### src/design/assert_macros.svh
// Assertion helpers shared by the allocator modules.
`ifndef ASSERT_MACROS_SVH
`define ASSERT_MACROS_SVH
`ifndef NO_ASSERTIONS
// Property must hold at every edge outside reset.
`define VCA_ASSERT(label, clk, rst, prop, msg) \
   label: assert property (@(posedge clk) disable iff (rst) (prop)) else $error(msg);
// Condition must never be seen outside reset.
`define VCA_ASSERT_NEVER(label, clk, rst, cond, msg) \
   label: assert property (@(posedge clk) disable iff (rst) !(cond)) else $error(msg);
`else
`define VCA_ASSERT(label, clk, rst, prop, msg)
`define VCA_ASSERT_NEVER(label, clk, rst, cond, msg)
`endif
`endif

### src/design/vca_pkg.sv
package vca_pkg;

   // Default geometry
   localparam int NUM_CHANNELS_DEF = 8;
   localparam int HANDLE_BITS_DEF  = 16;

   // Port field widths
   localparam int FUNC_W   = 3;
   localparam int SOUND_W  = 8;
   localparam int TARGET_W = 16;
   localparam int MASK_W   = 8;
   localparam int ACTION_W = 3;
   localparam int CHAN_W   = 3;
   localparam int NEWH_W   = 16;
   localparam int STATUS_W = 2;

   // Slots of the scan record: channel indexes
   localparam int IDX_SLOTS  = 5;
   localparam int SLOT_FREE  = 0;
   localparam int SLOT_SAME  = 1;
   localparam int SLOT_LOOP  = 2;
   localparam int SLOT_ANY   = 3;
   localparam int SLOT_MATCH = 4;

   // Slots of the scan record: best handles so far
   localparam int H_SLOTS    = 3;
   localparam int HSLOT_SAME = 0;
   localparam int HSLOT_LOOP = 1;
   localparam int HSLOT_ANY  = 2;

   typedef enum logic [FUNC_W-1:0] {
      FUNC_PLAY   = 3'd0,
      FUNC_STOP   = 3'd1,
      FUNC_PAUSE  = 3'd2,
      FUNC_RESUME = 3'd3,
      FUNC_QUERY  = 3'd4,
      FUNC_FINISH = 3'd5
   } func_type;

   typedef enum logic [ACTION_W-1:0] {
      ACT_NONE   = 3'd0,
      ACT_START  = 3'd1,
      ACT_HALT   = 3'd2,
      ACT_PAUSE  = 3'd3,
      ACT_RESUME = 3'd4
   } action_type;

   typedef enum logic [STATUS_W-1:0] {
      STAT_STOPPED = 2'd0,
      STAT_PAUSED  = 2'd1,
      STAT_PLAYING = 2'd2
   } status_type;

   typedef enum logic {
      ST_IDLE,
      ST_SCAN
   } state_type;

   typedef enum logic [2:0] {
      OP_NONE,
      OP_PLAY,
      OP_CLEAR,
      OP_SET_PAUSE,
      OP_CLR_PAUSE,
      OP_FINISH
   } cell_op_type;

   // Hit flags carried along the cell chain
   typedef struct packed {
      logic free_hit;
      logic same_hit;
      logic loop_hit;
      logic any_hit;
      logic match_hit;
      logic match_paused;
   } scan_flags_type;

   // Update command broadcast to all cells
   typedef struct packed {
      cell_op_type op;
      logic        loop_flag;
   } upd_type;

endpackage

### src/design/vca_cell.sv
`include "assert_macros.svh"

module vca_cell #(
   parameter int NUM_CHANNELS = vca_pkg::NUM_CHANNELS_DEF,
   parameter int HANDLE_BITS  = vca_pkg::HANDLE_BITS_DEF,
   parameter int CELL_IDX     = 0,
   localparam int IDX_W       = (NUM_CHANNELS > 1) ? $clog2(NUM_CHANNELS) : 1
) (
   input  logic                                                clock,
   input  logic                                                reset,
   // scan record from the left neighbor
   input  logic                                                in_valid,
   input  vca_pkg::scan_flags_type                             in_flags,
   input  logic [vca_pkg::IDX_SLOTS-1:0][IDX_W-1:0]            in_idx,
   input  logic [vca_pkg::H_SLOTS-1:0][HANDLE_BITS-1:0]        in_h,
   // search key
   input  logic [vca_pkg::SOUND_W-1:0]                         key_sound,
   input  logic [vca_pkg::TARGET_W-1:0]                        key_target,
   // update broadcast
   input  vca_pkg::upd_type                                    upd,
   input  logic [IDX_W-1:0]                                    upd_idx,
   input  logic [HANDLE_BITS-1:0]                              upd_handle,
   input  logic [vca_pkg::SOUND_W-1:0]                         upd_sound,
   input  logic [vca_pkg::MASK_W-1:0]                          upd_mask,
   // scan record to the right neighbor
   output logic                                                out_valid,
   output vca_pkg::scan_flags_type                             out_flags,
   output logic [vca_pkg::IDX_SLOTS-1:0][IDX_W-1:0]            out_idx,
   output logic [vca_pkg::H_SLOTS-1:0][HANDLE_BITS-1:0]        out_h
);
   import vca_pkg::*;

   localparam int CMP_W           = (HANDLE_BITS > TARGET_W) ? HANDLE_BITS : TARGET_W;
   localparam int MB              = CELL_IDX % MASK_W;
   localparam bit HAS_BIT         = (CELL_IDX < MASK_W);
   localparam logic [IDX_W-1:0] ME = IDX_W'(CELL_IDX);

   // channel state
   logic                   busy_ff, busy_in;
   logic [HANDLE_BITS-1:0] handle_ff, handle_in;
   logic [SOUND_W-1:0]     sound_ff, sound_in;
   logic                   loop_ff, loop_in;
   logic                   paused_ff, paused_in;

   // scan record stage
   logic                                   valid_ff;
   scan_flags_type                         flags_ff, flags_in;
   logic [IDX_SLOTS-1:0][IDX_W-1:0]        idx_ff, idx_in;
   logic [H_SLOTS-1:0][HANDLE_BITS-1:0]    h_ff, h_in;

   logic sel;
   logic hit_match;

   assign sel = (upd_idx == ME);
   assign hit_match = busy_ff && (key_target != '0) &&
                      (CMP_W'(handle_ff) == CMP_W'(key_target));

   // merge this channel into the passing record
   always_comb begin
      flags_in = in_flags;
      idx_in   = in_idx;
      h_in     = in_h;
      if (!in_flags.free_hit && !busy_ff) begin
         flags_in.free_hit = 1'b1;
         idx_in[SLOT_FREE] = ME;
      end
      if (busy_ff && (sound_ff == key_sound) &&
          (!in_flags.same_hit || (handle_ff < in_h[HSLOT_SAME]))) begin
         flags_in.same_hit = 1'b1;
         idx_in[SLOT_SAME] = ME;
         h_in[HSLOT_SAME]  = handle_ff;
      end
      if (busy_ff && loop_ff &&
          (!in_flags.loop_hit || (handle_ff < in_h[HSLOT_LOOP]))) begin
         flags_in.loop_hit = 1'b1;
         idx_in[SLOT_LOOP] = ME;
         h_in[HSLOT_LOOP]  = handle_ff;
      end
      if (busy_ff && (!in_flags.any_hit || (handle_ff < in_h[HSLOT_ANY]))) begin
         flags_in.any_hit = 1'b1;
         idx_in[SLOT_ANY] = ME;
         h_in[HSLOT_ANY]  = handle_ff;
      end
      if (!in_flags.match_hit && hit_match) begin
         flags_in.match_hit    = 1'b1;
         flags_in.match_paused = paused_ff;
         idx_in[SLOT_MATCH]    = ME;
      end
   end

   // apply broadcast updates
   always_comb begin
      busy_in   = busy_ff;
      handle_in = handle_ff;
      sound_in  = sound_ff;
      loop_in   = loop_ff;
      paused_in = paused_ff;
      unique case (upd.op)
         OP_PLAY: begin
            if (sel) begin
               busy_in   = 1'b1;
               handle_in = upd_handle;
               sound_in  = upd_sound;
               loop_in   = upd.loop_flag;
               paused_in = 1'b0;
            end
         end
         OP_CLEAR: begin
            if (sel) begin
               busy_in   = 1'b0;
               handle_in = '0;
               sound_in  = '0;
               loop_in   = 1'b0;
               paused_in = 1'b0;
            end
         end
         OP_SET_PAUSE: begin
            if (sel) begin
               paused_in = 1'b1;
            end
         end
         OP_CLR_PAUSE: begin
            if (sel) begin
               paused_in = 1'b0;
            end
         end
         OP_FINISH: begin
            // channels past the mask width count as still playing
            if (HAS_BIT && !upd_mask[MB]) begin
               busy_in   = 1'b0;
               handle_in = '0;
               sound_in  = '0;
               loop_in   = 1'b0;
               paused_in = 1'b0;
            end
         end
         default: begin
         end
      endcase
   end

   always_ff @(posedge clock) begin
      if (reset) begin
         busy_ff   <= 1'b0;
         handle_ff <= '0;
         sound_ff  <= '0;
         loop_ff   <= 1'b0;
         paused_ff <= 1'b0;
         valid_ff  <= 1'b0;
      end else begin
         busy_ff   <= busy_in;
         handle_ff <= handle_in;
         sound_ff  <= sound_in;
         loop_ff   <= loop_in;
         paused_ff <= paused_in;
         valid_ff  <= in_valid;
      end
   end

   // record payload
   always_ff @(posedge clock) begin
      flags_ff <= flags_in;
      idx_ff   <= idx_in;
      h_ff     <= h_in;
   end

   assign out_valid = valid_ff;
   assign out_flags = flags_ff;
   assign out_idx   = idx_ff;
   assign out_h     = h_ff;

   `VCA_ASSERT(a_busy_handle_nonzero, clock, reset, busy_ff |-> (handle_ff != '0), "busy channel holds handle zero")
   `VCA_ASSERT_NEVER(a_idle_paused, clock, reset, !busy_ff && paused_ff, "idle channel marked paused")
   `VCA_ASSERT(a_play_sets_busy, clock, reset, (upd.op == OP_PLAY && sel) |=> busy_ff, "play did not claim channel")

endmodule

### src/design/vca_ctrl.sv
`include "assert_macros.svh"

module vca_ctrl #(
   parameter int NUM_CHANNELS = vca_pkg::NUM_CHANNELS_DEF,
   parameter int HANDLE_BITS  = vca_pkg::HANDLE_BITS_DEF,
   localparam int IDX_W       = (NUM_CHANNELS > 1) ? $clog2(NUM_CHANNELS) : 1
) (
   input  logic                                       clock,
   input  logic                                       reset,
   // command channel
   input  logic                                       start,
   output logic                                       busy,
   input  logic [vca_pkg::FUNC_W-1:0]                 req_func,
   input  logic [vca_pkg::SOUND_W-1:0]                req_sound_id,
   input  logic                                       req_loop_request,
   input  logic [vca_pkg::TARGET_W-1:0]               req_target_handle,
   input  logic [vca_pkg::MASK_W-1:0]                 req_playing_mask,
   // chain head and tail
   output logic                                       launch,
   output logic [vca_pkg::SOUND_W-1:0]                key_sound,
   output logic [vca_pkg::TARGET_W-1:0]               key_target,
   input  logic                                       tail_valid,
   input  vca_pkg::scan_flags_type                    tail_flags,
   input  logic [vca_pkg::IDX_SLOTS-1:0][IDX_W-1:0]   tail_idx,
   // update broadcast
   output vca_pkg::upd_type                           upd,
   output logic [IDX_W-1:0]                           upd_idx,
   output logic [HANDLE_BITS-1:0]                     upd_handle,
   output logic [vca_pkg::SOUND_W-1:0]                upd_sound,
   output logic [vca_pkg::MASK_W-1:0]                 upd_mask,
   // result channel
   output logic                                       rsp_valid,
   output logic [vca_pkg::ACTION_W-1:0]               rsp_action,
   output logic [vca_pkg::CHAN_W-1:0]                 rsp_channel_index,
   output logic [vca_pkg::NEWH_W-1:0]                 rsp_new_handle,
   output logic                                       rsp_stole_channel,
   output logic [vca_pkg::STATUS_W-1:0]               rsp_sound_status,
   output logic                                       rsp_handle_unknown
);
   import vca_pkg::*;

   state_type state_ff, state_in;
   logic      launch_ff, launch_in;
   logic      accept;
   logic      decide;

   // latched item
   func_type               func_ff;
   logic [SOUND_W-1:0]     sound_ff;
   logic                   loop_ff;
   logic [TARGET_W-1:0]    target_ff;
   logic [MASK_W-1:0]      mask_ff;

   logic [HANDLE_BITS-1:0] cnt_ff, cnt_in, cnt_next;

   // decision
   action_type             act;
   logic [IDX_W-1:0]       chosen;
   logic [HANDLE_BITS-1:0] nh;
   logic                   stole;
   status_type             status;
   logic                   unknown;
   cell_op_type            op;
   logic [IDX_W+CHAN_W-1:0]       chan_ext;
   logic [HANDLE_BITS+NEWH_W-1:0] nh_ext;

   // result registers
   logic                   rsp_valid_ff;
   action_type             rsp_action_ff;
   logic [CHAN_W-1:0]      rsp_chan_ff;
   logic [NEWH_W-1:0]      rsp_nh_ff;
   logic                   rsp_stole_ff;
   status_type             rsp_status_ff;
   logic                   rsp_unknown_ff;

   assign accept = start && !busy;
   assign decide = (state_ff == ST_SCAN) && tail_valid;

   // next state
   always_comb begin
      state_in = state_ff;
      unique case (state_ff)
         ST_IDLE: begin
            if (start) begin
               state_in = ST_SCAN;
            end
         end
         ST_SCAN: begin
            if (tail_valid) begin
               state_in = ST_IDLE;
            end
         end
         default: state_in = ST_IDLE;
      endcase
   end

   // fsm outputs
   always_comb begin
      busy      = 1'b0;
      launch_in = 1'b0;
      unique case (state_ff)
         ST_IDLE: launch_in = start;
         ST_SCAN: busy = 1'b1;
         default: busy = 1'b0;
      endcase
   end

   // next handle: wraps past zero
   always_comb begin
      cnt_next = cnt_ff + 1'b1;
      if (cnt_next == '0) begin
         cnt_next = HANDLE_BITS'(1);
      end
   end

   // result and update once the record leaves the last cell
   always_comb begin
      act     = ACT_NONE;
      chosen  = '0;
      nh      = '0;
      stole   = 1'b0;
      status  = STAT_STOPPED;
      unknown = 1'b0;
      op      = OP_NONE;
      cnt_in  = cnt_ff;
      if (decide) begin
         unique case (func_ff) inside
            FUNC_PLAY: begin
               if (tail_flags.free_hit) begin
                  chosen = tail_idx[SLOT_FREE];
               end else begin
                  stole = 1'b1;
                  if (tail_flags.same_hit) begin
                     chosen = tail_idx[SLOT_SAME];
                  end else if (tail_flags.loop_hit) begin
                     chosen = tail_idx[SLOT_LOOP];
                  end else begin
                     chosen = tail_idx[SLOT_ANY];
                  end
               end
               act    = ACT_START;
               nh     = cnt_next;
               cnt_in = cnt_next;
               op     = OP_PLAY;
            end
            FUNC_STOP, FUNC_PAUSE, FUNC_RESUME: begin
               if (!tail_flags.match_hit) begin
                  unknown = 1'b1;
               end else if (func_ff == FUNC_STOP) begin
                  chosen = tail_idx[SLOT_MATCH];
                  act    = ACT_HALT;
                  op     = OP_CLEAR;
               end else if (func_ff == FUNC_PAUSE) begin
                  if (!tail_flags.match_paused) begin
                     chosen = tail_idx[SLOT_MATCH];
                     act    = ACT_PAUSE;
                     op     = OP_SET_PAUSE;
                  end
               end else begin
                  if (tail_flags.match_paused) begin
                     chosen = tail_idx[SLOT_MATCH];
                     act    = ACT_RESUME;
                     op     = OP_CLR_PAUSE;
                  end
               end
            end
            FUNC_QUERY: begin
               if (tail_flags.match_hit) begin
                  status = tail_flags.match_paused ? STAT_PAUSED : STAT_PLAYING;
               end
            end
            FUNC_FINISH: op = OP_FINISH;
            default: begin
            end
         endcase
      end
   end

   assign chan_ext = (IDX_W+CHAN_W)'(chosen);
   assign nh_ext   = (HANDLE_BITS+NEWH_W)'(nh);

   always_ff @(posedge clock) begin
      if (reset) begin
         state_ff     <= ST_IDLE;
         launch_ff    <= 1'b0;
         cnt_ff       <= '0;
         rsp_valid_ff <= 1'b0;
      end else begin
         state_ff     <= state_in;
         launch_ff    <= launch_in;
         cnt_ff       <= cnt_in;
         rsp_valid_ff <= decide;
      end
   end

   // item capture
   always_ff @(posedge clock) begin
      if (accept) begin
         func_ff   <= func_type'(req_func);
         sound_ff  <= req_sound_id;
         loop_ff   <= req_loop_request;
         target_ff <= req_target_handle;
         mask_ff   <= req_playing_mask;
      end
   end

   // result payload
   always_ff @(posedge clock) begin
      if (decide) begin
         rsp_action_ff  <= act;
         rsp_chan_ff    <= chan_ext[CHAN_W-1:0];
         rsp_nh_ff      <= nh_ext[NEWH_W-1:0];
         rsp_stole_ff   <= stole;
         rsp_status_ff  <= status;
         rsp_unknown_ff <= unknown;
      end
   end

   assign launch     = launch_ff;
   assign key_sound  = sound_ff;
   assign key_target = target_ff;

   assign upd.op        = op;
   assign upd.loop_flag = loop_ff;
   assign upd_idx       = chosen;
   assign upd_handle    = cnt_next;
   assign upd_sound     = sound_ff;
   assign upd_mask      = mask_ff;

   assign rsp_valid          = rsp_valid_ff;
   assign rsp_action         = rsp_action_ff;
   assign rsp_channel_index  = rsp_chan_ff;
   assign rsp_new_handle     = rsp_nh_ff;
   assign rsp_stole_channel  = rsp_stole_ff;
   assign rsp_sound_status   = rsp_status_ff;
   assign rsp_handle_unknown = rsp_unknown_ff;

   `VCA_ASSERT(a_tail_in_scan, clock, reset, tail_valid |-> (state_ff == ST_SCAN), "scan record arrived while idle")
   `VCA_ASSERT(a_rsp_after_scan, clock, reset, rsp_valid_ff |-> $past(decide), "result without finished scan")
   `VCA_ASSERT(a_play_handle, clock, reset, (rsp_valid_ff && rsp_action_ff == ACT_START) |-> (rsp_nh_ff != '0 || HANDLE_BITS > NEWH_W), "play issued handle zero")
   `VCA_ASSERT_NEVER(a_steal_start, clock, reset, rsp_valid_ff && rsp_stole_ff && rsp_action_ff != ACT_START, "steal without start")
   `VCA_ASSERT_NEVER(a_unknown_none, clock, reset, rsp_valid_ff && rsp_unknown_ff && rsp_action_ff != ACT_NONE, "unknown handle with an action")

endmodule

### src/design/voice_channel_allocator.sv
// Voice channel allocator. A command is taken when start is high and busy is low; every
// command gives exactly one result, shown for a single cycle with rsp_valid high, and the
// receiver cannot hold it off. Channel state lives in a row of NUM_CHANNELS cells; a scan
// record walks the row one cell per cycle to find the free, same-sound, looping,
// lowest-handle and handle-matched channels, then the controller broadcasts the update.
// From accept to result a command passes the launch register, the register of each cell
// in turn and the result register, and busy drops in time for the next command to be
// accepted on the cycle its result is shown. Play steals a channel when none is free and
// reports it with rsp_stole_channel; the halt of the old sound is implied.
module voice_channel_allocator #(
   parameter int NUM_CHANNELS = vca_pkg::NUM_CHANNELS_DEF,
   parameter int HANDLE_BITS  = vca_pkg::HANDLE_BITS_DEF
) (
   input  logic                            clock,
   input  logic                            reset,
   input  logic                            start,
   output logic                            busy,
   input  logic [vca_pkg::FUNC_W-1:0]      req_func,
   input  logic [vca_pkg::SOUND_W-1:0]     req_sound_id,
   input  logic                            req_loop_request,
   input  logic [vca_pkg::TARGET_W-1:0]    req_target_handle,
   input  logic [vca_pkg::MASK_W-1:0]      req_playing_mask,
   output logic                            rsp_valid,
   output logic [vca_pkg::ACTION_W-1:0]    rsp_action,
   output logic [vca_pkg::CHAN_W-1:0]      rsp_channel_index,
   output logic [vca_pkg::NEWH_W-1:0]      rsp_new_handle,
   output logic                            rsp_stole_channel,
   output logic [vca_pkg::STATUS_W-1:0]    rsp_sound_status,
   output logic                            rsp_handle_unknown
);
   import vca_pkg::*;

   localparam int IDX_W = (NUM_CHANNELS > 1) ? $clog2(NUM_CHANNELS) : 1;

   // scan chain links
   logic                                chain_valid [NUM_CHANNELS+1];
   scan_flags_type                      chain_flags [NUM_CHANNELS+1];
   logic [IDX_SLOTS-1:0][IDX_W-1:0]     chain_idx   [NUM_CHANNELS+1];
   logic [H_SLOTS-1:0][HANDLE_BITS-1:0] chain_h     [NUM_CHANNELS+1];

   logic               launch;
   logic [SOUND_W-1:0] key_sound;
   logic [TARGET_W-1:0] key_target;

   upd_type                upd;
   logic [IDX_W-1:0]       upd_idx;
   logic [HANDLE_BITS-1:0] upd_handle;
   logic [SOUND_W-1:0]     upd_sound;
   logic [MASK_W-1:0]      upd_mask;

   // empty record enters at the head
   assign chain_valid[0] = launch;
   assign chain_flags[0] = '0;
   assign chain_idx[0]   = '0;
   assign chain_h[0]     = '0;

   vca_ctrl #(
      .NUM_CHANNELS (NUM_CHANNELS),
      .HANDLE_BITS  (HANDLE_BITS)
   ) u_ctrl (
      .clock              (clock),
      .reset              (reset),
      .start              (start),
      .busy               (busy),
      .req_func           (req_func),
      .req_sound_id       (req_sound_id),
      .req_loop_request   (req_loop_request),
      .req_target_handle  (req_target_handle),
      .req_playing_mask   (req_playing_mask),
      .launch             (launch),
      .key_sound          (key_sound),
      .key_target         (key_target),
      .tail_valid         (chain_valid[NUM_CHANNELS]),
      .tail_flags         (chain_flags[NUM_CHANNELS]),
      .tail_idx           (chain_idx[NUM_CHANNELS]),
      .upd                (upd),
      .upd_idx            (upd_idx),
      .upd_handle         (upd_handle),
      .upd_sound          (upd_sound),
      .upd_mask           (upd_mask),
      .rsp_valid          (rsp_valid),
      .rsp_action         (rsp_action),
      .rsp_channel_index  (rsp_channel_index),
      .rsp_new_handle     (rsp_new_handle),
      .rsp_stole_channel  (rsp_stole_channel),
      .rsp_sound_status   (rsp_sound_status),
      .rsp_handle_unknown (rsp_handle_unknown)
   );

   // one cell per channel
   for (genvar i = 0; i < NUM_CHANNELS; i++) begin : g_cell
      vca_cell #(
         .NUM_CHANNELS (NUM_CHANNELS),
         .HANDLE_BITS  (HANDLE_BITS),
         .CELL_IDX     (i)
      ) u_cell (
         .clock      (clock),
         .reset      (reset),
         .in_valid   (chain_valid[i]),
         .in_flags   (chain_flags[i]),
         .in_idx     (chain_idx[i]),
         .in_h       (chain_h[i]),
         .key_sound  (key_sound),
         .key_target (key_target),
         .upd        (upd),
         .upd_idx    (upd_idx),
         .upd_handle (upd_handle),
         .upd_sound  (upd_sound),
         .upd_mask   (upd_mask),
         .out_valid  (chain_valid[i+1]),
         .out_flags  (chain_flags[i+1]),
         .out_idx    (chain_idx[i+1]),
         .out_h      (chain_h[i+1])
      );
   end

endmodule
### config.mk
export PLATFORM = sky130hd
export DESIGN_NAME = voice_channel_allocator
export DESIGN_NICKNAME = d
export VERILOG_FILES = /design/src/design/vca_pkg.sv /design/src/design/vca_cell.sv /design/src/design/vca_ctrl.sv /design/src/design/voice_channel_allocator.sv
export VERILOG_INCLUDE_DIRS = /design/src /design/src/design
export SDC_FILE = /design/constraint.sdc
export NUM_CORES = 2
export LEC_CHECK = 0
export BUFFER_PORTS_ARGS = -buffer_cell sky130_fd_sc_hd__buf_2
export CORE_MARGIN = 3
export CORE_UTILIZATION = 49
export DETAILED_ROUTE_END_ITERATION = 16
export SLEW_MARGIN = 20
export SYNTH_ARGS = -nofsm -noshare
export SYNTH_HDL_FRONTEND = slang
export SYNTH_SLANG_ARGS = --single-unit
### constraint.sdc
create_clock -name clock -period 3.8 [get_ports clock]
set_input_delay 0.76 -clock clock [delete_from_list [all_inputs] [get_ports clock]]
set_output_delay 0.76 -clock clock [all_outputs]
set_load 0.02 [all_outputs]
## Yosys cells after proc, flatten, opt, wreduce, memory -nomap -nowiden

Index checks and enable logic that the tools add are counted.
Widths: inputs -> output; s select.

- Input bits: 39
- Word-level logic and storage cells: 603
- Flip-flop bits (word level): 773
- Output and inout bits: 28

- Bitwise operators: 1
- Order comparisons: 21
- Add/subtract/negate cells: 1
- Reductions and logical operators: 160
- Eq/ne operators: 73
- Mux-type cells: 181

Operators with widths:

| kind | count |
|---|---|
| $mux 16 | 43 |
| $pmux 16 s3 | 8 |
| $lt 16x16->1 | 21 |
| $mux 8 | 24 |
| $pmux 8 s3 | 8 |
| $eq 16x16->1 | 8 |
| $pmux 1 s3 | 24 |
| $logic_and 1x1->1 | 69 |
| $eq 8x8->1 | 8 |
| $ne 2x1->1 const B | 32 |
| $reduce_and 4->1 | 16 |
| $mux 1 | 53 |
| $logic_not 1->1 | 43 |
| $mux 3 | 14 |
| $eq 3x3->1 const B | 8 |
| $logic_or 1x1->1 | 21 |
| $eq 3x2->1 const B | 6 |
| $add 16x1->16 const B | 1 |
| $logic_not 16->1 | 1 |
| $ne 2x2->1 const B | 8 |
| $reduce_bool 16->1 | 1 |
| $pmux 3 s2 | 2 |
| $eq 3x1->1 const B | 3 |
| $pmux 3 s3 | 1 |
| 8 further kinds | 14 |

## Depth between registers and ports, before layout

- Word-level depth: 10
- Depth in mapped cells: 13
- Gate-level depth less buffers: 9

## Hierarchy

A second synthesis with hierarchy kept.

- Cells, all modules: 3887
- Area, all modules: 40889.2 um^2

Modules (own cells, without submodules):

| module | cells an instance | times used | area an instance (um^2) | sequential area each (um^2) |
|---|---|---|---|---|
| vca_cell at g_cell[3].u_cell ... | 450 | 3 | 4684.5 | 1941.9 |
| vca_cell at g_cell[1].u_cell ... | 448 | 3 | 4673.2 | 1941.9 |
| vca_cell at g_cell[0].u_cell | 449 | 1 | 4690.7 | 1941.9 |
| vca_cell at g_cell[7].u_cell | 448 | 1 | 4584.4 | 1941.9 |
| vca_ctrl | 295 | 1 | 3537.1 | 2242.2 |
| voice_channel_allocator | 1 | 1 | 3.8 | 0.0 |

## Least setup slack after synthesis

No wires, ideal clock.

- Kind: reg2reg
- From: register u_ctrl.state_ff
- To: register g_cell[4].u_cell.handle_ff[10]
- Clock period less this slack: 2.716 ns
- Data required time: 3.672 ns
- Path buffers: 3
- Stages on the path, launching flop included: 12
- Setup time: 0.128 ns
- Arrival: 2.589 ns
- Setup slack: 1.084 ns
- Cell sequence: dfxtp_1 -> nand2_1 -> inv_1 -> and3_1 -> buf_2 -> a21oi_1 -> nand2_1 -> o32a_1 -> buf_6 -> buf_6 -> mux2i_1 -> nor2_1

- Word-level cells in the longest chain between the ends: 5
- Elaborated cells on any way between the ends: 13
- Those cells by class: eq/ne: 7; mux: 3; reduce/logical: 3

RTL lines:

| item | RTL line | RTL |
|---|---|---|
| start: declaration | vca_ctrl.sv:42 | `state_type state_ff, state_in;` |
| start signal: assignment | vca_ctrl.sv:189 | `state_ff <= state_in;` |
| $logic_and 1x1->1 * | vca_ctrl.sv:77 | `assign decide = (state_ff == ST_SCAN) && tail_valid;` |
| net u_ctrl.decide | vca_ctrl.sv:45 | `logic decide;` |
| $mux 3 | vca_ctrl.sv:126 | `if (decide) begin` |
| $eq 3x2->1 (tied with other cells) | vca_cell.sv:98 | `unique case (upd.op)` |
| $ne 2x1->1 (no source line) (tied with other cells) | -- |  |
| $reduce_and 4->1 (no source line) | -- |  |
| end signal: assignment | vca_cell.sv:152 | `handle_ff <= handle_in;` |
| end: declaration | vca_cell.sv:40 | `logic [HANDLE_BITS-1:0] handle_ff, handle_in;` |

The timed path passes the listed nets; every way through them passes the cells marked *.
A chain may end at the register's enable or synchronous reset.

## Final worst setup path

- From: register u_ctrl.func_ff[2]
- To: register g_cell[4].u_cell.handle_ff[6]

- Word-level cells in the longest chain between the ends: 9
- Elaborated cells on any way between the ends: 26
- Those cells by class: eq/ne: 11; mux: 11; reduce/logical: 4

RTL lines:

| item | RTL line | RTL |
|---|---|---|
| start: declaration | vca_ctrl.sv:48 | `func_type func_ff;` |
| start signal: assignment | vca_ctrl.sv:199 | `func_ff <= func_type'(req_func);` |
| $eq 3x2->1 | vca_ctrl.sv:153 | `end else if (func_ff == FUNC_PAUSE) begin` |
| $mux 3 | vca_ctrl.sv:153 |  |
| $mux 3 | vca_ctrl.sv:149 | `end else if (func_ff == FUNC_STOP) begin` |
| $mux 3 | vca_ctrl.sv:147 | `if (!tail_flags.match_hit) begin` |
| $pmux 3 s3 or $pmux 3 s2 (tied branches) | vca_ctrl.sv:127 | `unique case (func_ff) inside` |
| $mux 3 | vca_ctrl.sv:126 |  |
| $eq 3x2->1 (tied with other cells) | vca_cell.sv:98 |  |
| $ne 2x1->1 (no source line) (tied with other cells) | -- |  |
| $reduce_and 4->1 (no source line) | -- |  |

Parallel ways exist; a longest one is shown, timed or not.

==> impl_metrics.py <==
metrics = {
    "sta": {
        "fin_crit_sh_pct": 83.5,
        "max_slew_margin_pct": 16.7,
        "fin_skew_ns": 0.0256,
        "period_minus_slack_ns": 3.17,
        "slew_violations": 0,
        "grt_setup_unrepaired": "no",
        "layout_setup_ws_ns": 0.625,
        "whs_ns": 0.297,
        "setup_viol": 0,
        "tns_ns": 0,
        "tightest_slew_ns": 1.25,
        "hold_viol_final": 0,
        "fmaxAchievable_mhz": 315,
    },
    "power": {
        "peakVddDrop_uv": 359,
        "total_power_mw": 16.8,
        "p_per_area_nw_per_um2": 413,
        "p_leak_nw": 16.4,
    },
    "routing": {
        "drc": 0,
        "vias_per_cell": 5.66,
        "first_pass_iters": 6,
        "avgRoutedWirePerCell_um": 24.2,
        "final_antenna_net_count": 0,
        "drt_iter0_drc": 2033,
        "via_count": 26600,
        "routed_wl_mm": 114,
    },
    "floorplanning": {
        "start_util_pct": 49.7,
        "rows": 99,
        "io_pins": 67,
        "dieArea_um2": 77500,
        "core-area_um2": 73200,
        "die_y_um": 278,
        "die_w_um": 278,
    },
    "yosys": {
        "synth-edff-count": 62,
        "synth-seq-cells": 773,
        "ys_seq_area_share_pct": 44.3,
        "yosys-top-cells-area": "dfxtp_1 39%, ha_1 11%, mux2_2 9.1%",
        "yosys_warnings": 0,
        "yosysTopAreaCell": "dfxtp_1",
        "syn_inst": 3590,
        "async_reset_ff_share_pct": 0,
        "avgSynthCellArea_um2": 10.1,
        "syn_area_um2": 36400,
        "synth.distinct_cells": 74,
        "synth-main-ff-cell": "dfxtp_1",
        "synth_top_area_share_pct": 39.1,
        "synth_nets": 3945,
    },
    "final_layout": {
        "seqCellArea_um2": 16100,
        "multi_input_area_um2": 18300,
        "final_nets": 4031,
        "layout-drive-gt1-share_pct": 18.8,
        "fin_util_pct": 55.6,
        "syn2layout_area_growth_pct": 12.0,
        "nFillCells": 6401,
    },
    "critical_path": {
        "worstSetupPathType": "reg2reg",
        "crit_chain": "nor3_1 -> nand2_1 -> a21boi_1 -> buf_4 -> o32a_2 -> mux2i_1 -> nor2_1",
        "max_stage_delay_ns": 0.78,
        "crit_arrival_ns": 3.66,
        "required_ns": 4.29,
        "critPathSlowestCell": "o32a_2",
        "cp-start-kind": "register",
        "cp_max_fo": 27,
        "end_kind": "register",
    },
    "job": {
        "drv_cap": 0,
    },
    "cts": {
        "clockBufferDepth": 3,
        "clkLatencyLatePin_ns": 0.63,
        "cts_sinks": 773,
        "cts.clk_slew.worst_paths_ns": 0.06,
        "hold_buffers": 0,
        "clockRootBuffer": "clkbuf_16",
        "post_cts_buffers": 0,
        "htree_levels": 3,
        "post_cts_resized": 0,
        "cts_buffers": 83,
        "cts_tree": "yes",
    },
    "global_routing": {
        "grt_pass1_wl_mm": 171,
        "track_usage_pct": 29.2,
        "first_global_vias": 26800,
        "grt-ovfl-total": 0,
        "grt_max_degree": 70,
        "antenna_found_initial": 2,
    },
    "placed_design": {
        "pre_cts_ws_ns": 0.671,
        "place_hpwl_mm": 84.9,
        "port_buffers": 66,
        "place.gp.congestion": 0.987,
    },
    "worst_hold_path": {
        "hold_class": "in2reg",
    },
    "outcome": {
        "status": "finished, final reports clean",
    },
}
[cell usage in the layout (no fill, tap or decap), types with 32 or more instances in the layout]
cell type	n
a21o_1	113
a21oi_1	184
and2_1	45
and3_1	41
buf_2	65
buf_4	100
clkbuf_16	85
dfxtp_1	711
edfxtp_1	62
ha_1	316
inv_1	332
mux2_2	295
mux2i_1	109
nand2_1	57
nand2b_1	50
nand3_1	146
nand4_1	66
nor2_1	165
nor2b_1	62
nor3_1	32
o21ai_0	147
or2_2	55
xnor2_1	171
xor2_1	45
[report_power, final]
group | leakage, nW | internal (mW) | switching (mW)
Sequential | 6.28 | 8.24 | 0.0624
Combinational | 8.77 | 0.123 | 0.255
Clock | 1.38 | 4.77 | 3.37
[worst max-delay path: cells and delay by family, from the launching register on]
| family | cells | cell delay, ns |
|---|---|---|
| AOI/OAI and AO/OA | 2 | 0.97 |
| buffers and inverters | 1 | 0.22 |
| muxes | 1 | 0.29 |
| and+or+nand+nor | 3 | 0.89 |
| DFF | 1 | 0.62 |
[sequential cells by signal (all words and copies together), names as in the netlist, 16 cells and up]
signal,count
g_cell.u_cell.out_h,336
g_cell.u_cell.out_flags,47
g_cell.u_cell.handle_ff,128
u_ctrl.rsp_new_handle,16
u_ctrl.key_target,16
u_ctrl.cnt_ff,16
g_cell.u_cell.sound_ff,64
g_cell.u_cell.out_idx,85
[metal layers]
metal / share of wire (%) / wire length [µm] / GRT usage, %
met5: 0 / 0 / 0
met2: 46 / 51900 / 47.4
met1: 43 / 48900 / 38.2
met4: 5.1 / 5830 / 14.1
met3: 6.2 / 7110 / 4.29
[area by class of cell]
type	instances	area share, %
inverters	334	3.09
repair buffers	167	2.71
clock inverters	38	0.833
diodes	1	0.00614
flip-flops and latches	773	39.5
well taps	959	2.95
clock buffers	116	5.98
multi-input cells	2317	44.9
[kinds of logic (layout without fill, tap and decap cells)]
kind of cell    after synthesis  count (layout)  synth area share [%]
flops                       773             773                  44.3
simple gates                789             789                  11.6
other cells                   0               1                     0
buf+inv                     500             655                  5.75
xor+xnor                    216             216                  5.20
fa+ha+maj                   316             316                  10.9
compound gates              592             592                  10.2
mux                         404             404                  12.1
[stage by stage]
step | area (µm²) | cells
finish | 40700 | 4705
detailed placement | 37900 | 4550
floorplan | 36400 | 3590
global placement | 37900 | 4549
global route | 40700 | 4704
CTS | 40700 | 4704
[cell usage after synthesis, types with 4 or more instances]
master	n
a211oi_1	27
clkbuf_1	113
and4_1	8
mux2_2	295
nor2b_1	62
a311oi_1	4
and2_0	4
nand4_1	66
nand2b_1	50
a2111oi_0	6
o21ai_0	147
o21ai_1	23
and3_1	41
dfxtp_1	711
a221oi_1	9
nand4b_1	7
nand3_1	146
nor4_1	22
nor3_1	33
o211ai_1	12
nand2_1	57
o211a_1	6
xor2_1	45
edfxtp_1	62
mux2i_1	109
nor2_1	175
a21oi_1	190
or2_2	55
o21a_1	6
buf_2	31
and2_1	45
xnor2_1	171
buf_6	13
ha_1	316
or3_1	4
a21o_1	113
o2111ai_1	8
a21oi_2	6
buf_12	4
inv_1	333
[final timing paths]
kind              depth (start not counted)  slack [ns]                   startpoint                            end
hold reg to reg                           1        0.40  g_cell[6].u_cell.out_idx[7]    g_cell[7].u_cell.out_idx[7]
hold / removal                            1        0.30              req_sound_id[2]            u_ctrl.key_sound[2]
setup / recovery                          7        0.63            u_ctrl.func_ff[2]  g_cell[4].u_cell.handle_ff[6]
setup reg to reg                          7        0.63            u_ctrl.func_ff[2]  g_cell[4].u_cell.handle_ff[6]
No activity file was read; power rests on OpenSTA's default activity.
